===== src/design/cpbf_pkg.sv =====
// Shared types and constants for the brute-force closest pair block.
package cpbf_pkg;

  localparam int DEF_MAX_POINTS  = 256;
  localparam int DEF_COORD_BITS  = 16;
  localparam int FIELD_W         = 16;
  localparam int OUT_IDX_W       = 8;

  typedef enum logic [1:0] {
    ST_LOAD,
    ST_ROW,
    ST_COL,
    ST_DRAIN
  } cpbf_state_t;

  // Control for the distance datapath, aligned with the store read data.
  typedef struct packed {
    logic clear;
    logic load_row;
    logic pair;
  } cpbf_ctl_t;

endpackage


===== src/design/cpbf_dist.sv =====
// Pair distance pipeline: absolute differences, squares, then sum and best-pair update.
module cpbf_dist import cpbf_pkg::*; #(
  parameter int CB = DEF_COORD_BITS,
  parameter int IW = 8
) (
  input  logic            clk,
  input  logic            rst,
  input  cpbf_ctl_t       ctl,
  input  logic [2*CB-1:0] rd_data,
  input  logic [IW-1:0]   row_idx,
  input  logic [IW-1:0]   col_idx,
  output logic            busy,
  output logic            found,
  output logic [IW-1:0]   best_first,
  output logic [IW-1:0]   best_second
);

  localparam int DW = 2 * CB + 2;

  logic signed [CB-1:0] pi_x, pi_y;
  logic signed [CB:0]   ax, ay, bx, by;
  logic [CB:0]          dx, dy;
  logic                 v1, v2;
  logic [IW-1:0]        i1, j1, i2, j2;
  logic [DW-1:0]        sx, sy, dsum, best_d;

  assign ax = {pi_x[CB-1], pi_x};
  assign ay = {pi_y[CB-1], pi_y};
  assign bx = {rd_data[2*CB-1], rd_data[2*CB-1:CB]};
  assign by = {rd_data[CB-1], rd_data[CB-1:0]};

  always_ff @(posedge clk) begin
    if (ctl.load_row) begin
      pi_x <= rd_data[2*CB-1:CB];
      pi_y <= rd_data[CB-1:0];
    end
    dx <= (ax >= bx) ? unsigned'(ax - bx) : unsigned'(bx - ax);
    dy <= (ay >= by) ? unsigned'(ay - by) : unsigned'(by - ay);
    i1 <= row_idx;
    j1 <= col_idx;
    sx <= dx * dx;
    sy <= dy * dy;
    i2 <= i1;
    j2 <= j1;
  end

  always_ff @(posedge clk) begin
    if (rst) begin
      v1 <= 1'b0;
      v2 <= 1'b0;
    end else begin
      v1 <= ctl.pair;
      v2 <= v1;
    end
  end

  assign dsum = sx + sy;

  // Coincident points are skipped; the first strictly smaller distance wins.
  always_ff @(posedge clk) begin
    if (rst || ctl.clear) begin
      found <= 1'b0;
    end else if (v2 && (dsum != '0) && (!found || dsum < best_d)) begin
      found <= 1'b1;
    end
  end

  always_ff @(posedge clk) begin
    if (v2 && (dsum != '0) && (!found || dsum < best_d)) begin
      best_d      <= dsum;
      best_first  <= i2;
      best_second <= j2;
    end
  end

  assign busy = v1 || v2;

endmodule


===== config.mk =====
export PLATFORM = sky130hd
export DESIGN_NAME = cpbf_dist
export DESIGN_NICKNAME = d
export VERILOG_FILES = /design/src/design/cpbf_pkg.sv /design/src/design/cpbf_dist.sv
export SDC_FILE = /design/constraint.sdc
export NUM_CORES = 1
export LEC_CHECK = 0
export BUFFER_PORTS_ARGS = -buffer_cell sky130_fd_sc_hd__buf_2
export CORE_MARGIN = 10
export CORE_UTILIZATION = 60
export CTS_BUF_LIST = sky130_fd_sc_hd__clkbuf_4 sky130_fd_sc_hd__clkbuf_8 sky130_fd_sc_hd__clkbuf_16
export CTS_CLUSTER_SIZE = 12
export DETAILED_ROUTE_END_ITERATION = 8
export PLACE_DENSITY_LB_ADDON = 0.3
export SYNTH_ARGS = -nofsm -noshare
export SYNTH_HDL_FRONTEND = slang
export SYNTH_SLANG_ARGS = --single-unit

===== constraint.sdc =====
create_clock -name clk -period 9.23 [get_ports clk]
set_clock_uncertainty 0.2 [all_clocks]
set_input_delay 0.4615 -clock clk [delete_from_list [all_inputs] [get_ports clk]]
set_output_delay 0.4615 -clock clk [all_outputs]
set_load 0.05 [all_outputs]

==> results.md <==
- Critical path data arrival time: 7430 ps
- Min Tclk post-route: 7180 ps
- Initial Utilization: 60.4%
- RD Place Congestion: 0.916
- Crit Path Category: flip-flop to flip-flop
- I/O pins: 71
- Post-synthesis sequential area ratio: 19.0%
- Final ANT Viol Nets: 0
- Worst hold path type: flip-flop to flip-flop
- Dpl hpwl: 47700 µm
- Max-cap violation count: 0
- Core ar.: 45100 µm²
- Vias in the first global route: 20800
- First-pass GRT wire length: 98500 µm
- Clock transition at path regs: 60 ps
- DR iter-0 viols: 1077
- CTS tree: built
- Post-CTS Resized: 0
- Critical Path Sink Type: flip-flop
- # Post-CTS Setup Buffers: 0
- Worst Path Required: 9480 ps
- Cell variety after synth: 72
- GRT Total Usage: 22.1%
- Synth Area in Adders: 44.2%
- Unrepaired setup endpoints after global routing: false
- Avg WL per Cell: 16.3 µm
- Final global-route overflow total: 0
- Max-slew violation count: 0
- Post-synth EDFFs: 82
- Router iterations before antenna repair: 5
- Synth Area in XOR/XNOR: 4.12%
- Critical path startpoint category: flip-flop
- Die Y: 233 µm
- Layout cells sized above 1: 5.42%
- Post-layout nets: 3751
- Crit share post-route: 77.8%
- Setup TNS: 0 ps
- Async SR Flop Fraction: 0%
- Synth Instances: 2881
- H-tree levels: 1
- Cell Area, Synth: 27200 µm²
- DRC: 0
- Syn avg cell area: 9.46 µm²
- Synthesis warning total: 0
- Cts hold-fix bufs: 51
- Mux cell area share after synthesis: 1.20%
- Clk sinks: 217
- Outcome: finished clean
- Hold Fails Final Rpt: 0
- Largest family of logic cells by synthesized area: adder cells
- Final Util: 65.6%
- Via count: 19300
- Initial antenna violation count: 1
- Flops & latches, synth: 217
- Root Driver: clkbuf_16
- Most common cell after layout, fill and taps aside: inv_1
- Clock latency on the worst-skew pair: 570 ps
- Synth Area in Compound Gates: 9.98%
- P&R area growth vs syn: 8.53%
- Maximum number of pins on one net before global-route repair: 51
- Simple-Gate Fraction of Synth Area: 11.1%
- Vias per std cell: 5.39
- Die area: 54300 µm²
- Port Buffer Count: 70
- Row count: 78
- Die W: 233 µm
- Setup violators final: 0
- Num CTS Buffers: 28
- Antenna Cells: 0
- Largest fanout on the critical path: 13
- Commonest cells after routing, fill and taps aside: 683 x inv_1, 384 x fa_1, 348 x ha_1
- Fmax: 139 MHz
- Slew @ Worst Pin: 1080 ps
- Primary FF master, synth: dfxtp_1
- Slew headroom: 25.9%
- Syn nets: 3666
- CTS max path bufs: 3
- Routed wire length: 58500 µm
-- worst paths after layout --
kind	from	to	slack [ps]	cells past startpoint
worst max-delay path	dy[11]$_DFF_P_	sy[32]$_DFF_P_	2050	23
worst min-delay path	j1[6]$_DFF_P_	j2[6]$_DFF_P_	120	0
worst max register to register	dy[11]$_DFF_P_	sy[32]$_DFF_P_	2050	23
worst min register to register	j1[6]$_DFF_P_	j2[6]$_DFF_P_	120	0
-- metrics by stage --
step           instance area, µm²  hold WS, ps  std cells  worst slack, ps
6_report                    29600          124       3588             2050
5_1_grt                     29600          129       3588             1610
4_1_cts                     29600          125       3588             2050
3_5_place_dp                28100          112       3485             2090
3_3_place_gp                28100          110       3485             2290
2_1_floorplan               27200          110       2881             1350
-- Yosys cell counts (5+ instances only) --
cell	number	area [µm²]
ha_1	348	4350
o21a_1	16	120
edfxtp_1	82	2460
nor3b_1	6	45.0
o21ai_0	67	335
o211ai_1	7	52.6
xnor2_1	94	823
o22ai_1	5	31.3
or4_1	10	75.1
nor2b_1	28	175
nor2_1	91	342
inv_1	683	2560
a21o_1	87	653
a31oi_1	13	81.3
a2111oi_0	5	43.8
o21bai_1	15	113
nor3_1	18	90.1
a211oi_1	14	105
nand3b_1	5	37.5
clkbuf_1	64	240
nand3_1	22	110
xor2_1	34	298
nor4_1	7	43.8
and3_1	11	68.8
mux2_2	12	135
fa_1	384	7690
mux2i_1	17	170
dfxtp_1	135	2700
and2_1	119	744
nand4_1	16	100
a21boi_0	10	75.1
a21oi_1	108	541
nand2_1	235	882
or3_1	6	37.5
o31ai_1	5	37.5
nand2b_1	21	131
or2_2	10	62.6
-- state kept, by name, indices dropped and copies added, names as in the netlist, 8 cells and up --
| name | cells |
|---|---|
| best_d | 34 |
| sx | 33 |
| sy | 33 |
| dx | 17 |
| dy | 17 |
| pi_x | 16 |
| pi_y | 16 |
| best_first | 8 |
| best_second | 8 |
| i1 | 8 |
| i2 | 8 |
| j1 | 8 |
| j2 | 8 |
-- layer usage --
metal / track usage [%] / routed length, µm / vias up
met2: 39.3 / 29300 / 509
met1: 26.7 / 24200 / 9428
met3: 3.06 / 2790 / 130
met5: 0 / 0 / -
met4: 8.14 / 2230 / 0
li1: - / - / 9268
-- critical path, stage by stage, from the launching register on --
cell and delay [ps]:
dfxtp_1 720, inv_1 310, nor2_1 270, fa_1 460
inv_1 90, fa_1 410, fa_1 520, inv_1 60
fa_1 490, fa_1 490, inv_1 50, fa_1 470
inv_1 40, ha_1 350, a21o_1 130, a21o_1 150
nor3_1 70, a211oi_1 550, nand2_1 100, a21o_1 200
o2111a_1 250, o31ai_1 440, or4_1 180, nand4_1 70
-- cell type report --
| class | instances | area, µm² |
|---|---|---|
| multi-input combinational | 1912 | 19200 |
| fill | 3573 | 15500 |
| sequential | 217 | 5160 |
| inverter | 683 | 2560 |
| clock buffer | 43 | 886 |
| timing repair buffer | 124 | 883 |
| tap | 600 | 751 |
| clock inverter | 9 | 70.1 |
-- cell families (layout without fill, tap and decap cells) --
kind of cell / Yosys count / in the layout
buffers and inverters: 752 / 859
adders and majority gates: 732 / 732
and+or+nand+nor: 614 / 614
AOI/OAI and AO/OA: 408 / 408
DFF: 217 / 217
xor gates and xnor gates: 128 / 128
muxes: 30 / 30
Power is left out: the tool's default activity adds up to more than one toggle a clock period on the data nets, which glitch-free logic cannot reach.
